===== src/design/calclk_pkg.sv =====
// Shared types, constants and helper functions for the calendar clock counter.
// Used by the top level and by its checker; depends on nothing else.
package calclk_pkg;

  localparam logic [15:0] TPS_RESET   = 16'd1000;
  localparam logic [13:0] YEAR_MAX    = 14'd9999;
  localparam logic [3:0]  MONTH_FIRST = 4'd1;
  localparam logic [3:0]  MONTH_LAST  = 4'd12;
  localparam logic [4:0]  DAY_FIRST   = 5'd1;
  localparam logic [4:0]  DAY_LAST    = 5'd31;
  localparam logic [4:0]  HOUR_LAST   = 5'd23;
  localparam logic [5:0]  MINUTE_LAST = 6'd59;
  localparam logic [5:0]  SECOND_LAST = 6'd59;

  // Register map: word index of each configuration register.
  localparam logic [0:0]  REG_TPS     = 1'b0;
  localparam int unsigned PADDR_W     = 3;

  // Multiplicative inverse of 25 modulo 2**14. A 14-bit year is a multiple
  // of 25 exactly when year * inverse (mod 2**14) is at most 16383 / 25.
  localparam logic [13:0] INV25       = 14'd7209;
  localparam logic [13:0] DIV25_LIMIT = 14'd655;

  // Opcodes of the func field.
  localparam logic FUNC_TICK = 1'b0;
  localparam logic FUNC_SET  = 1'b1;

  typedef struct packed {
    logic        func;
    logic [13:0] set_year;
    logic [3:0]  set_month;
    logic [4:0]  set_day;
    logic [4:0]  set_hour;
    logic [5:0]  set_minute;
    logic [5:0]  set_second;
  } in_item_t;

  typedef struct packed {
    logic [13:0] year;
    logic [3:0]  month;
    logic [4:0]  day;
    logic [4:0]  hour;
    logic [5:0]  minute;
    logic [5:0]  second;
    logic        set_rejected;
    logic        second_advanced;
  } out_item_t;

  typedef struct packed {
    logic [13:0] year;
    logic [3:0]  month;
    logic [4:0]  day;
    logic [4:0]  hour;
    logic [5:0]  minute;
    logic [5:0]  second;
  } cal_t;

  localparam cal_t CAL_RESET = '{year: 14'd0, month: 4'd1, day: 5'd1,
                                 hour: 5'd0, minute: 6'd0, second: 6'd0};

  // Gregorian rule: leap when divisible by 4 and not by 100, or by 400.
  // Divisible by 100 is divisible by 4 and 25; by 400 is by 16 and 25.
  function automatic logic is_leap(input logic [13:0] y);
    logic [13:0] prod;
    logic        div25;
    prod  = y * INV25;
    div25 = (prod <= DIV25_LIMIT);
    return ((y[1:0] == 2'b00) && !div25) || ((y[3:0] == 4'b0000) && div25);
  endfunction

  function automatic logic [4:0] month_len(input logic [3:0] m, input logic leap);
    logic [4:0] n;
    case (m)
      4'd2:                       n = leap ? 5'd29 : 5'd28;
      4'd4, 4'd6, 4'd9, 4'd11:    n = 5'd30;
      default:                    n = 5'd31;
    endcase
    return n;
  endfunction

endpackage


===== src/design/calendar_clock_counter.sv =====
// Calendar clock counter top level: input register, calendar update logic and
// result register, plus an APB register for ticks per second. Uses calclk_pkg.
// An accepted item passes through the input register and then the result register.
// Throughput: one item per cycle; the input register and the result register
// each take a new item whenever the stage after them is free or emptying.
// The figure is set by the single calendar update between the two registers.
// Reset (rst, synchronous): calendar to year 0, January 1, 00:00:00, prescaler
// to 0, ticks per second to 1000, both stages empty.
module calendar_clock_counter (
  input  logic                                 clk,
  input  logic                                 rst,
  input  logic                                 in_valid,
  output logic                                 in_ready,
  input  calclk_pkg::in_item_t                 in_item,
  output logic                                 out_valid,
  input  logic                                 out_ready,
  output calclk_pkg::out_item_t                out_item,
  input  logic                                 psel,
  input  logic                                 penable,
  input  logic                                 pwrite,
  input  logic [calclk_pkg::PADDR_W-1:0]       paddr,
  input  logic [31:0]                          pwdata,
  output logic [31:0]                          prdata,
  output logic                                 pready
);
  import calclk_pkg::*;

  logic        tps;
  logic [15:0] ticks_per_second;
  logic [15:0] tick_count;
  logic [15:0] tick_count_next;
  cal_t        cal;
  cal_t        cal_next;

  logic        in_valid_q;
  in_item_t    in_q;
  logic        out_free;
  logic        proc;
  out_item_t   result;

  logic        reg_hit;
  logic        set_ok;
  logic        advance;
  logic [16:0] tick_inc;
  logic [15:0] limit;
  logic [4:0]  mlen;
  cal_t        cal_adv;

  assign pready   = 1'b1;
  assign reg_hit  = (paddr[PADDR_W-1:2] == REG_TPS);
  assign tps      = psel && penable && pwrite && reg_hit;
  assign prdata   = reg_hit ? {16'd0, ticks_per_second} : 32'd0;

  assign out_free = !out_valid || out_ready;
  assign in_ready = !in_valid_q || out_free;
  assign proc     = in_valid_q && out_free;

  // One-second advance with carries through the whole calendar.
  always_comb begin
    mlen    = month_len(cal.month, is_leap(cal.year));
    cal_adv = cal;
    if (cal.second < SECOND_LAST) begin
      cal_adv.second = cal.second + 6'd1;
    end else begin
      cal_adv.second = 6'd0;
      if (cal.minute < MINUTE_LAST) begin
        cal_adv.minute = cal.minute + 6'd1;
      end else begin
        cal_adv.minute = 6'd0;
        if (cal.hour < HOUR_LAST) begin
          cal_adv.hour = cal.hour + 5'd1;
        end else begin
          cal_adv.hour = 5'd0;
          if ({1'b0, cal.day} + 6'd1 <= {1'b0, mlen}) begin
            cal_adv.day = cal.day + 5'd1;
          end else begin
            cal_adv.day = DAY_FIRST;
            if (cal.month < MONTH_LAST) begin
              cal_adv.month = cal.month + 4'd1;
            end else begin
              cal_adv.month = MONTH_FIRST;
              cal_adv.year  = (cal.year >= YEAR_MAX) ? 14'd0 : cal.year + 14'd1;
            end
          end
        end
      end
    end
  end

  always_comb begin
    limit    = (ticks_per_second == 16'd0) ? 16'd1 : ticks_per_second;
    tick_inc = {1'b0, tick_count} + 17'd1;
    set_ok   = (in_q.set_year <= YEAR_MAX) &&
               (in_q.set_month inside {[MONTH_FIRST:MONTH_LAST]}) &&
               (in_q.set_day inside {[DAY_FIRST:DAY_LAST]}) &&
               (in_q.set_hour <= HOUR_LAST) &&
               (in_q.set_minute <= MINUTE_LAST) &&
               (in_q.set_second <= SECOND_LAST);
    advance         = 1'b0;
    cal_next        = cal;
    tick_count_next = tick_count;
    case (in_q.func)
      FUNC_SET: begin
        if (set_ok) begin
          cal_next = '{year: in_q.set_year, month: in_q.set_month,
                       day: in_q.set_day, hour: in_q.set_hour,
                       minute: in_q.set_minute, second: in_q.set_second};
          tick_count_next = 16'd0;
        end
      end
      default: begin
        if (tick_inc >= {1'b0, limit}) begin
          advance         = 1'b1;
          tick_count_next = 16'd0;
          cal_next        = cal_adv;
        end else begin
          tick_count_next = tick_inc[15:0];
        end
      end
    endcase
    result.year            = cal_next.year;
    result.month           = cal_next.month;
    result.day             = cal_next.day;
    result.hour            = cal_next.hour;
    result.minute          = cal_next.minute;
    result.second          = cal_next.second;
    result.set_rejected    = (in_q.func == FUNC_SET) && !set_ok;
    result.second_advanced = advance;
  end

  always_ff @(posedge clk) begin
    if (rst) begin
      ticks_per_second <= TPS_RESET;
      tick_count       <= 16'd0;
      cal              <= CAL_RESET;
      in_valid_q       <= 1'b0;
      out_valid        <= 1'b0;
    end else begin
      if (tps) begin
        ticks_per_second <= pwdata[15:0];
      end
      if (in_valid && in_ready) begin
        in_valid_q <= 1'b1;
      end else if (proc) begin
        in_valid_q <= 1'b0;
      end
      if (proc) begin
        tick_count <= tick_count_next;
        cal        <= cal_next;
        out_valid  <= 1'b1;
      end else if (out_ready) begin
        out_valid  <= 1'b0;
      end
    end
  end

  // Payload registers carry no reset.
  always_ff @(posedge clk) begin
    if (in_valid && in_ready) begin
      in_q <= in_item;
    end
    if (proc) begin
      out_item <= result;
    end
  end

endmodule


===== config.mk =====
export PLATFORM = sky130hd
export DESIGN_NAME = calendar_clock_counter
export DESIGN_NICKNAME = d
export VERILOG_FILES = /design/src/design/calclk_pkg.sv /design/src/design/calendar_clock_counter.sv
export SDC_FILE = /design/constraint.sdc
export NUM_CORES = 1
export LEC_CHECK = 0
export ABC_CLOCK_PERIOD_IN_PS = 6400
export BUFFER_PORTS_ARGS = -buffer_cell sky130_fd_sc_hd__buf_2
export CAP_MARGIN = 30
export CORE_MARGIN = 8
export CORE_UTILIZATION = 55
export DETAILED_ROUTE_END_ITERATION = 7
export GPL_TIMING_DRIVEN = 0
export PLACE_DENSITY = 0.78
export SYNTH_ARGS = -nofsm -noshare
export SYNTH_HDL_FRONTEND = slang
export SYNTH_SLANG_ARGS = --single-unit

===== constraint.sdc =====
create_clock -name clk -period 6.4 [get_ports clk]
set_input_delay 0.64 -clock clk [delete_from_list [all_inputs] [get_ports clk]]
set_output_delay 0.64 -clock clk [all_outputs]
set_load 0.02 [all_outputs]

## Yosys cells after proc, flatten, opt, wreduce, memory -nomap -nowiden

Index checks and enable logic that the tools add are counted.

| cells by class | value |
|---|---|
| eq/ne operators | 6 |
| $mul | 1 |
| add/subtract/negate cells | 8 |
| muxes and demuxes | 26 |
| bitwise logic cells | 1 |
| reduce and logical (&&, ||, !) cells | 29 |
| magnitude comparators | 16 |

Operators with widths:

| kind | count |
|---|---|
| $mux W40 | 3 |
| $mux W16 | 5 |
| $mux W34 | 1 |
| $mux W14 | 2 |
| $mux W28 | 1 |
| $mux W23 | 1 |
| $mux W18 | 1 |
| $add A16 B1 Y17 const B | 1 |
| $ge A17 B16 Y1 | 1 |
| $logic_not A16 Y1 | 1 |
| $logic_and A1 B1 Y1 | 15 |
| $add A14 B1 Y14 const B | 1 |
| $ge A14 B14 Y1 const B | 1 |
| $le A14 B10 Y1 const B | 1 |
| $le A14 B14 Y1 const B | 1 |
| $mul A14 B13 Y14 const B | 1 |
| $add A6 B1 Y6 const B | 2 |
| $le A6 B6 Y1 const B | 2 |
| $lt A6 B6 Y1 const B | 2 |
| $mux W6 | 2 |
| $add A5 B1 Y5 const B | 2 |
| $le A5 B5 Y1 const B | 2 |
| $mux W5 | 2 |
| $eq A4 B3 Y1 const B | 2 |
| other kinds (22) | 34 |

| word-level totals | value |
|---|---|
| logic and storage cells | 112 |
| bits of input ports | 83 |
| output and inout port bits | 77 |
| flip-flop bits (word level) | 157 |

## Longest topological paths before layout

Gate-level depths: netlist of the first run.

| logic depth | value |
|---|---|
| depth in word-level cells | 14 |
| mapped depth | 26 |
| depth with buffers taken out | 25 |

## Worst setup path before layout of the first run

No wires, ideal clock.

| timing path | value |
|---|---|
| path kind | register -> register |
| from | register cal[28] in the netlist's numbering |
| to | register out_item[30] in the netlist's numbering, data pin |
| required time | 6129 ps |
| path buffers | 0 |
| clock period less this slack | 5859 ps |
| setup slack | 541 ps |
| cell stages (with the launch flop) | 20 |
| arrival time | 5588 ps |
| cell sequence | dfxtp_1 fa_1 ha_1 ha_1 fa_1 fa_1 ha_1 inv_1 o211ai_1 o41ai_1 a2111o_1 o31a_1 ha_1 a221oi_2 a21oi_1 nor2_1 o211ai_4 or3_1 a211oi_1 a21oi_1 |

RTL lines:

| element | line | source |
|---|---|---|
| start, declared | calendar_clock_counter.sv:32 | `cal_t cal;` |
| start signal, assigned | calendar_clock_counter.sv:149 | `cal <= cal_next;` |
| end signal, assigned | calendar_clock_counter.sv:163 | `out_item <= result;` |
| end, declared | calendar_clock_counter.sv:17 | `output calclk_pkg::out_item_t out_item,` |

==> impl_metrics.env, run 1 <==
export IMPL_result_of_the_run="completed"
export IMPL_mean_syn_cell_area_um2=9.341
export IMPL_critical_path_max_stage_delay_ps=510
export IMPL_boundaryPins=160
export IMPL_root_buf_cell="sky130_fd_sc_hd__clkbuf_16"
export IMPL_die_area_um2=21830
export IMPL_crit_chain="fa_1 > ha_1 > ha_1 > fa_1 > fa_1 > xnor2_1 > xnor2_1 > xnor2_1 > xnor2_1 > a2111o_1 > o31a_1 > ha_1 > a221oi_4 > a21oi_4 > nor2_4 > o211ai_4 > or3_1 > a211oi_2 > a21oi_1"
export IMPL_min_period_ps=6162
export IMPL_clock_tree_htree_level_count=4
export IMPL_hold_path_class="in2reg"
export IMPL_reported_leakage_power_nw=4.648
export IMPL_number_of_synthesized_flops_with_an_enable_pin=83
export IMPL_design_power_total_mw=2.576
export IMPL_antenna_cells=0
export IMPL_bufs_on_longest_clock_path=2
export IMPL_timing_hold_ws_ps=368.8
export IMPL_critPathTopFamily="adder cells"
export IMPL_async_flop_share_pct=0
export IMPL_critPathMaxFanout=10
export IMPL_ir_worst_vdd_mv=0.1949
export IMPL_grt_pass1_vias=8345
export IMPL_wire_per_inst_um=19.92
export IMPL_final_cells=1420
export IMPL_drcViolationCount=0
export IMPL_met2_length_um=12820
export IMPL_criticalPathCategory="reg2reg"
export IMPL_netlist_instances=1022
export IMPL_yosysSeqAreaShare_pct=41.63
export IMPL_route_final_wire_length_um=28280
export IMPL_grt_overflow_total=0
export IMPL_unrepaired_setup_endpoints_after_global_routing="no"
export IMPL_yosys_cell_count_top_type="sky130_fd_sc_hd__nand2_1"
export IMPL_area_share_of_and_or_nand_nor_cells_after_synthesis_pct=16.71
export IMPL_ys_top_cells_by_area="sky130_fd_sc_hd__edfxtp_1, sky130_fd_sc_hd__dfxtp_1, sky130_fd_sc_hd__ha_1, sky130_fd_sc_hd__nand2_1, sky130_fd_sc_hd__nor2_1"
export IMPL_timing_final_max_slew_violations=0
export IMPL_place_inst=1388
export IMPL_fmax_mhz=162.3
export IMPL_tritoncts="done"
export IMPL_dr_wl_met3_um=3231
export IMPL_place_hpwl_um=20780
export IMPL_netlist_area_leader_share_pct=26.11
export IMPL_post_synth_instance_area_um2=9547
export IMPL_clock_skew_ps=16.85
export IMPL_critPathRequiredTime_ps=6520
export IMPL_setup_ws_final_ps=238.3
export IMPL_start_util_pct=55.77
export IMPL_clk_insertion_delay_late_ps=440
export IMPL_final_core_utilization_pct=65.53
export IMPL_pwr_dens_nw_per_um2=229.7
export IMPL_ys_warnings_count=0
export IMPL_timing_worst_slew_pin_value_ps=792.4
export IMPL_drt_antenna_violating_nets=0
export IMPL_initial_antenna_violation_count=2
export IMPL_critical_path_top_cell_by_count="sky130_fd_sc_hd__xnor2_1"
export IMPL_floorplan_die_height_um=147.8
export IMPL_count_of_buffering_cells_on_the_critical_path_with_inverters_included=0
export IMPL_timing_final_crit_share_pct=96.28
export IMPL_setup_viol=0
export IMPL_clk_pin_slew_ps=70
export IMPL_synth_fa_ha_area_share_pct=11.09
export IMPL_cp_slowest_cell="sky130_fd_sc_hd__fa_1"
export IMPL_dr_first_iter_drc_count=1134
export IMPL_grt_util_all_layers_pct=25.68
export IMPL_cts_buffers_inserted=17
export IMPL_fraction_of_layout_instances_using_a_drive_strength_above_1_pct=18.58
export IMPL_drv_max_cap_violation_count=0
export IMPL_detail_route_wirelength_met1_um=11190
export IMPL_yosysUniqueCellTypes=88
export IMPL_design_core_area_um2=17120
export IMPL_io_buffer_count=123
export IMPL_synth_top_area_cell="sky130_fd_sc_hd__edfxtp_1"
export IMPL_global_route_wire_length_before_repair_um=43970
export IMPL_synth_seq_cells=157
export IMPL_avgViaCountPerCell=6.115
export IMPL_cts_hold_fix_buffers=0
export IMPL_count_of_final_hold_check_violations=0
export IMPL_timing_slew_headroom_pct=47.17
export IMPL_placement_rows=48
export IMPL_preCtsSetupSlack_ps=-273.0
export IMPL_area_growth_syn_to_layout_pct=17.50
export IMPL_gp_congestion=0.9625
export IMPL_synth_xor_xnor_area_share_pct=2.752
export IMPL_fin_nets=1343
export IMPL_detailedRoute_firstPassIterationCount=6
export IMPL_clock_sinks=157
export IMPL_synth_mux_area_share_pct=1.599
export IMPL_main_combinational_cell_family_by_area_after_synthesis="compound AO/OA/AOI/OAI gates"
export IMPL_critical_path_arrival_ps=6280
export IMPL_synth_compound_gate_area_share_pct=19.95
export IMPL_maximum_number_of_pins_on_one_net_before_global_route_repair=36
export IMPL_top_ff_cell_synth="sky130_fd_sc_hd__edfxtp_1"
export IMPL_die_x_um=147.8
export IMPL_dr_vias=8683
export IMPL_top_signal_layer_used="met5"
export IMPL_timing_critical_path_from_type="flip-flop"
export IMPL_netlist_top_cells_count="sky130_fd_sc_hd__nand2_1, sky130_fd_sc_hd__nor2_1, sky130_fd_sc_hd__edfxtp_1, sky130_fd_sc_hd__dfxtp_1, sky130_fd_sc_hd__inv_1"
export IMPL_critPathCaptureType="flip-flop"
## power breakdown
| group | switching (mW) | internal [mW] |
|---|---|---|
| Clock | 0.433 | 0.589 |
| Combinational | 0.253 | 0.148 |
| Sequential | 0.0391 | 1.11 |
## routing by layer
layer	vias up	track usage, %
li1	4027	-
met1	3994	32.49
met2	561	40.83
met3	97	6.451
met4	4	11.42
met5	-	0
## cells by family after synthesis
logic type	after synthesis
mux	15
compound gates	273
simple gates	333
xor+xnor	30
fa+ha+maj	78
other cells	2
flops	157
buf+inv	134
## timing repair
| item | in CTS | in global routing |
|---|---|---|
| setup buffers | 0 | 0 |
| pin swaps | 0 | 1 |
| endpoints found under the setup margin | 27 | 30 |
| gates resized for setup | 5 | 13 |
## area by class of cell
cell class / instances / area [µm²]
Timing Repair Buffer: 126 / 675.6
Clock buffer: 20 / 446.7
Buffer: 64 / 330.3
Sequential cell: 157 / 3990
Multi-Input combinational cell: 746 / 5091
Fill cell: 1384 / 5899
Clock inverter: 12 / 138.9
Tap cell: 225 / 281.5
Inverter: 70 / 262.8
## through the flow
stage	TNS (ps)	area, µm²
finish	0	11220
global route	0	11220
CTS	0	11160
detailed placement	-2542	10560
global placement	-809.0	10500
floorplan	0	9603
## placed cells by master (no fill, tap or decap), drive strengths merged, types with 11 or more instances in the layout
cell	Yosys	routed
a211oi	17	17
a21oi	60	60
a22oi	11	11
a31oi	15	15
buf	29	155
clkbuf	35	55
conb	2	17
dfxtp	74	74
edfxtp	83	83
fa	11	11
ha	67	67
inv	70	72
mux2i	13	13
nand2	110	110
nand3	25	25
nand4	15	15
nor2	99	99
nor3	18	18
nor4	11	11
o211ai	19	19
o21ai	56	56
xnor2	24	24
## registers in the layout, indices dropped and copies added, names as in the netlist
signal / count
cal: 40
in_q: 41
in_valid_q: 1
out_item: 42
out_valid: 1
tick_count: 16
ticks_per_second: 16
## path summary, 6_finish.rpt
check                                     from  slack [ps]                           endpoint  cells past startpoint
max                       cal[26]$_SDFFE_PP0P_         240             out_item[30]$_DFFE_PP_                     19
min                                in_item[16]         370                 in_q[16]$_DFFE_PP_                      1
max reg2reg               cal[26]$_SDFFE_PP0P_         240             out_item[30]$_DFFE_PP_                     19
min reg2reg  ticks_per_second[13]$_SDFFE_PP0P_         470  ticks_per_second[13]$_SDFFE_PP0P_                      2
Note: power is estimated with default switching activity, not from simulation.
==> inputs of run 2 (changes only) <==
- CORE_MARGIN: 8 -> default
==> impl_metrics.env, run 2 (synthesis results as in run 1) <==
export IMPL_initial_antenna_violation_count=2
export IMPL_result_of_the_run="completed"
export IMPL_io_buffer_count=123
export IMPL_dr_first_iter_drc_count=1174
export IMPL_crit_reg2reg_capture="out_item[39]$_DFFE_PP_"
export IMPL_reported_leakage_power_nw=4.659
export IMPL_area_growth_syn_to_layout_pct=17.33
export IMPL_min_period_ps=6167
export IMPL_timing_final_crit_share_pct=96.36
export IMPL_grt_overflow_total=0
export IMPL_largest_reg_flops=42
export IMPL_root_buf_cell="sky130_fd_sc_hd__clkbuf_16"
export IMPL_route_final_wire_length_um=27360
export IMPL_timing_critical_path_from_type="flip-flop"
export IMPL_detailedRoute_firstPassIterationCount=7
export IMPL_clk_insertion_delay_late_ps=430
export IMPL_clock_tree_htree_level_count=4
export IMPL_fraction_of_layout_instances_using_a_drive_strength_above_1_pct=18.90
export IMPL_critPathCaptureType="flip-flop"
export IMPL_cts_buffers_inserted=17
export IMPL_boundaryPins=160
export IMPL_place_inst=1382
export IMPL_die_x_um=133.8
export IMPL_grt_busiest_layer="met2"
export IMPL_sw_frac_of_total_pct=28.00
export IMPL_setup_viol=0
export IMPL_power_report_internal_total_mw=1.838
export IMPL_die_area_um2=17890
export IMPL_criticalPathCategory="reg2reg"
export IMPL_reg2regPathDepth=20
export IMPL_multiInputGateArea_um2=5082
export IMPL_power_sequential_fraction_pct=45.3
export IMPL_pwr_dens_nw_per_um2=227.9
export IMPL_filler_cells_inserted=1306
export IMPL_rrSetupSlack_ps=230
export IMPL_preCtsSetupSlack_ps=-379.5
export IMPL_area_sequential_um2=3990
export IMPL_biggestRegsByFlops="out_item: 42 flops, in_q: 41 flops, cal: 40 flops"
export IMPL_clk_pin_slew_ps=70
export IMPL_count_of_final_hold_check_violations=0
export IMPL_avgViaCountPerCell=6.130
export IMPL_setup_ws_final_ps=233.2
export IMPL_bufs_on_longest_clock_path=2
export IMPL_grt_pass1_vias=7945
export IMPL_hold_depth=1
export IMPL_hold_end="in_q[30]$_DFFE_PP_"
export IMPL_gp_congestion=0.9620
export IMPL_min_from="in_item[30]"
export IMPL_globalRouteMet1Util_pct=41.65
export IMPL_worst_r2r_startpoint="cal[26]$_SDFFE_PP0P_"
export IMPL_grtUsageMet3_pct=6.887
export IMPL_grt_util_all_layers_pct=30.90
export IMPL_p_comb_share_pct=15.3
export IMPL_largest_register="out_item"
export IMPL_final_cells=1417
export IMPL_fin_nets=1344
export IMPL_timing_final_max_slew_violations=0
export IMPL_maximum_number_of_pins_on_one_net_before_global_route_repair=36
export IMPL_drcViolationCount=0
export IMPL_final_core_utilization_pct=66.83
export IMPL_design_core_area_um2=16760
export IMPL_final_common_cell="sky130_fd_sc_hd__buf_2"
export IMPL_fmax_mhz=162.2
export IMPL_p_sw_mw=0.7146
export IMPL_critical_path_arrival_ps=6300
export IMPL_place_hpwl_um=19810
export IMPL_ir_worst_vdd_mv=0.2296
export IMPL_start_util_pct=56.96
export IMPL_timing_worst_slew_pin_value_ps=872.4
export IMPL_clock_sinks=157
export IMPL_critPathRequiredTime_ps=6530
export IMPL_drv_max_cap_violation_count=0
export IMPL_wire_per_inst_um=19.31
export IMPL_global_route_wire_length_before_repair_um=42190
export IMPL_clock_skew_ps=8.367
export IMPL_floorplan_die_height_um=133.8
export IMPL_dr_vias=8686
export IMPL_layout_cells_most_common_list="sky130_fd_sc_hd__buf_2, sky130_fd_sc_hd__nand2_1, sky130_fd_sc_hd__nor2_1"
export IMPL_design_power_total_mw=2.552
export IMPL_tns_ps=0
export IMPL_power_frac_clock_pct=39.4
export IMPL_hold_path_class="in2reg"
export IMPL_drt_antenna_violating_nets=0
export IMPL_grt_util_met2_pct=48.10
export IMPL_tritoncts="done"
export IMPL_timing_slew_headroom_pct=41.84
export IMPL_placement_rows=47
export IMPL_critPathMaxFanout=10
[run 2: power by group through the flow]
stage	clock network [mW]	registers [mW]	logic (mW)
floorplan	0	1.18	0.243
global placement	0	1.18	0.368
detailed placement	0	1.18	0.380
CTS	1.00	1.16	0.384
finish	1.00	1.16	0.391
global route	1.04	1.16	0.427
[run 2: area by class of cell]
cell class	count	share of cell area (%)
clock inverter	11	0.9495
buffer	64	2.949
tap	220	2.458
timing repair buffer	127	5.988
antenna	1	0.02234
multi-input combinational	746	45.38
inverter	70	2.346
clock buffer	21	4.290
sequential	157	35.62
[run 2: metrics by stage]
stage | cell area [µm²] | hold WS [ps]
2_1_floorplan | 9603 | 444.8
3_3_place_gp | 10490 | 465.2
3_5_place_dp | 10540 | 471.4
4_1_cts | 11140 | 373.4
5_1_grt | 11200 | 366.9
6_report | 11200 | 379.9
[run 2: per-layer routing]
metal  routed length (µm)  up-vias  part of all wire [%]
li1                     -     4025                     -
met1                11120     4031                    41
met2                12350      550                    45
met3                 3028       80                    11
met4                  866        0                   3.2
met5                    0        -                     0
[run 2: worst max-delay path by stage]
stage	end	startpoint	slack (ps)	cells after the start
final	out_item[39]$_DFFE_PP_	cal[26]$_SDFFE_PP0P_	230	20
after global routing	out_item[39]$_DFFE_PP_	cal[32]$_SDFFE_PP0P_	-5	26
after CTS	out_item[30]$_DFFE_PP_	cal[32]$_SDFFE_PP0P_	10	24
after detailed placement	out_item[30]$_DFFE_PP_	cal[26]$_SDFFE_PP0P_	-380	19
after global placement	out_item[30]$_DFFE_PP_	cal[26]$_SDFFE_PP0P_	-310	19
after floorplan	out_item[30]$_DFFE_PP_	cal[28]$_SDFFE_PP0P_	540	19
[run 2: repair_timing]
item,CTS,global route
setup buffers,1,1
gates resized for setup,6,12
hold endpoints to repair,0,0
pin swaps,1,2
setup endpoints to repair,31,34
hold buffers,0,0
[run 2: worst max-delay path: stages (launching register included)]
cell and delay, ps:
sky130_fd_sc_hd__dfxtp_4 400, sky130_fd_sc_hd__fa_1 480, sky130_fd_sc_hd__ha_1 310, sky130_fd_sc_hd__ha_1 320, sky130_fd_sc_hd__fa_1 510, sky130_fd_sc_hd__fa_1 480, sky130_fd_sc_hd__ha_1 360, sky130_fd_sc_hd__o21ai_0 120
sky130_fd_sc_hd__o21ai_0 100, sky130_fd_sc_hd__o2111ai_1 140, sky130_fd_sc_hd__a2111o_1 320, sky130_fd_sc_hd__o31a_1 340, sky130_fd_sc_hd__ha_1 340, sky130_fd_sc_hd__a221oi_4 370, sky130_fd_sc_hd__a21oi_4 120, sky130_fd_sc_hd__nor2_4 180
sky130_fd_sc_hd__o211ai_4 160, sky130_fd_sc_hd__buf_6 200, sky130_fd_sc_hd__o21bai_1 150, sky130_fd_sc_hd__a22oi_1 280, sky130_fd_sc_hd__o21ai_0 160
==> inputs of run 3 (changes only) <==
- BUFFER_PORTS_ARGS: -buffer_cell sky130_fd_sc_hd__buf_2 -> default
- DONT_BUFFER_PORTS: default -> 1
- PLACE_DENSITY: 0.78 -> 0.7
==> impl_metrics.env, run 3 (synthesis results as in run 1) <==
export IMPL_result_of_the_run="completed"
export IMPL_gp_congestion=0.9295
export IMPL_crit_reg2reg_capture="out_item[39]$_DFFE_PP_"
export IMPL_start_util_pct=56.96
export IMPL_pwr_dens_nw_per_um2=239.3
export IMPL_clock_skew_ps=12.38
export IMPL_biggestRegsByFlops="out_item: 42 flops, in_q: 41 flops, cal: 40 flops"
export IMPL_timing_final_crit_share_pct=96.09
export IMPL_clk_pin_slew_ps=80
export IMPL_timing_worst_slew_pin_value_ps=868.2
export IMPL_unrepaired_setup_endpoints_after_global_routing="no"
export IMPL_drt_antenna_violating_nets=0
export IMPL_root_buf_cell="sky130_fd_sc_hd__clkbuf_16"
export IMPL_grt_util_met2_pct=48.73
export IMPL_design_power_total_mw=2.540
export IMPL_maximum_number_of_pins_on_one_net_before_global_route_repair=37
export IMPL_place_hpwl_um=19750
export IMPL_min_from="in_item[16]"
export IMPL_avgViaCountPerCell=6.277
export IMPL_initial_antenna_violation_count=5
export IMPL_die_x_um=133.8
export IMPL_final_core_utilization_pct=63.31
export IMPL_largest_register="out_item"
export IMPL_grt_overflow_total=0
export IMPL_io_buffer_count=0
export IMPL_layout_cells_most_common_list="sky130_fd_sc_hd__nand2_1, sky130_fd_sc_hd__nor2_1, sky130_fd_sc_hd__edfxtp_1"
export IMPL_boundaryPins=160
export IMPL_route_final_wire_length_um=27470
export IMPL_reported_leakage_power_nw=4.154
export IMPL_wire_per_inst_um=21.19
export IMPL_hold_end="in_q[16]$_DFFE_PP_"
export IMPL_fin_nets=1220
export IMPL_grt_busiest_layer="met2"
export IMPL_floorplan_die_height_um=133.8
export IMPL_detailedRoute_firstPassIterationCount=8
export IMPL_fraction_of_layout_instances_using_a_drive_strength_above_1_pct=9.701
export IMPL_timing_critical_path_from_type="flip-flop"
export IMPL_criticalPathCategory="reg2reg"
export IMPL_area_growth_syn_to_layout_pct=11.15
export IMPL_timing_final_max_slew_violations=0
export IMPL_clock_tree_htree_level_count=4
export IMPL_critPathMaxFanout=10
export IMPL_timing_slew_headroom_pct=42.12
export IMPL_design_core_area_um2=16760
export IMPL_reg2regPathDepth=20
export IMPL_dr_first_iter_drc_count=789
export IMPL_grt_pass1_vias=7530
export IMPL_globalRouteMet1Util_pct=38.90
export IMPL_global_route_wire_length_before_repair_um=41920
export IMPL_crit_chain="fa_1 > ha_1 > ha_1 > fa_1 > fa_1 > ha_4 > o21ai_0 > o21ai_0 > o2111ai_1 > a2111o_1 > o31a_1 > ha_1 > a221oi_4 > a21oi_4 > nor2_4 > o211ai_4 > buf_6 > o21bai_1 > a22oi_1 > o21ai_0"
export IMPL_dr_vias=8135
export IMPL_worst_r2r_startpoint="cal[26]$_SDFFE_PP0P_"
export IMPL_clk_insertion_delay_late_ps=450
export IMPL_clock_sinks=157
export IMPL_grtUsageMet3_pct=10.35
export IMPL_placement_rows=47
export IMPL_filler_cells_inserted=1437
export IMPL_final_common_cell="sky130_fd_sc_hd__nand2_1"
export IMPL_hold_path_class="in2reg"
export IMPL_die_area_um2=17890
export IMPL_area_sequential_um2=3995
export IMPL_setup_viol=0
export IMPL_critical_path_max_stage_delay_ps=540
export IMPL_bufs_on_longest_clock_path=2
export IMPL_count_of_final_hold_check_violations=0
export IMPL_critPathRequiredTime_ps=6540
export IMPL_drv_max_cap_violation_count=0
export IMPL_cp_slowest_cell="sky130_fd_sc_hd__fa_1"
export IMPL_critical_path_arrival_ps=6290
export IMPL_hold_depth=0
export IMPL_min_period_ps=6150
export IMPL_multiInputGateArea_um2=5097
export IMPL_tritoncts="done"
export IMPL_ir_worst_vdd_mv=0.2183
export IMPL_fmax_mhz=162.6
export IMPL_drcViolationCount=0
export IMPL_grt_util_all_layers_pct=30.97
export IMPL_cts_buffers_inserted=17
export IMPL_critPathCaptureType="flip-flop"
export IMPL_largest_reg_flops=42
export IMPL_rrSetupSlack_ps=250
run 3: cell count changes in the layout (fill, tap and decap cells not counted), moves of 2 or more:
cell,previous run,this run
sky130_fd_sc_hd__inv_8,0,6
sky130_fd_sc_hd__dfxtp_2,4,2
sky130_fd_sc_hd__diode_2,1,4
sky130_fd_sc_hd__clkbuf_8,4,0
sky130_fd_sc_hd__buf_2,128,5
sky130_fd_sc_hd__inv_4,2,0
sky130_fd_sc_hd__dfxtp_4,3,5
sky130_fd_sc_hd__clkinv_8,0,3
run 3: final cells by class:
type | count | share of cell area [%]
multi-input combinational | 746 | 48.04
sequential | 157 | 37.65
clock buffer | 17 | 4.009
buffer | 64 | 3.113
tap | 220 | 2.594
inverter | 70 | 2.476
clock inverter | 15 | 1.580
timing repair buffer | 3 | 0.4481
antenna | 4 | 0.09433
run 3: metal layers:
metal  up-vias  part of all wire (%)
li1       3781                     -
met1      3800                    40
met2       469                    45
met3        83                    11
met4         2                   3.5
met5         -                 0.029
run 3: worst max path at each step:
stage,cells past startpoint,end,start
final,20,out_item[39]$_DFFE_PP_,cal[26]$_SDFFE_PP0P_
after floorplan,19,out_item[30]$_DFFE_PP_,cal[28]$_SDFFE_PP0P_
after global routing,25,out_item[39]$_DFFE_PP_,cal[29]$_SDFFE_PP0P_
after detailed placement,20,out_item[31]$_DFFE_PP_,cal[26]$_SDFFE_PP0P_
after global placement,20,out_item[31]$_DFFE_PP_,cal[26]$_SDFFE_PP0P_
after CTS,19,out_item[30]$_DFFE_PP_,cal[28]$_SDFFE_PP0P_
run 3: power by group:
group | internal [mW] | leakage (nW) | total (mW) | switching [mW]
logic | 0.121 | 2.46 | 0.344 | 0.223
registers | 1.12 | 1.40 | 1.18 | 0.0615
clock network | 0.526 | 0.288 | 1.02 | 0.494
total | 1.76 | 4.15 | 2.54 | 0.778
run 3: critical path, delay by kind of cell, from the launching register on:
| kind | cells | cell delay (ps) |
|---|---|---|
| adders and majority gates | 7 | 2830 |
| AOI/OAI and AO/OA | 11 | 2250 |
| buffers and inverters | 1 | 210 |
| DFF | 1 | 400 |
| and+or+nand+nor | 1 | 170 |
run 3: metrics by stage:
step	setup TNS [ps]	setup slack [ps]	instance area [µm²]	hold slack, ps	cells
finish	0	250.0	10610	280.9	1296
global route	0	13.34	10610	269.7	1294
CTS	0	22.80	10530	274.2	1292
detailed placement	-4131	-397.3	9921	470.2	1259
global placement	-2270	-279.4	9878	463.4	1257
floorplan	0	541.1	9603	444.8	1037
run 3: repair_timing:
action,in CTS,in global routing
pin swaps,1,1
hold buffers,0,0
buffers inserted,1,0
gates resized for setup,7,16
setup endpoints to repair,30,34
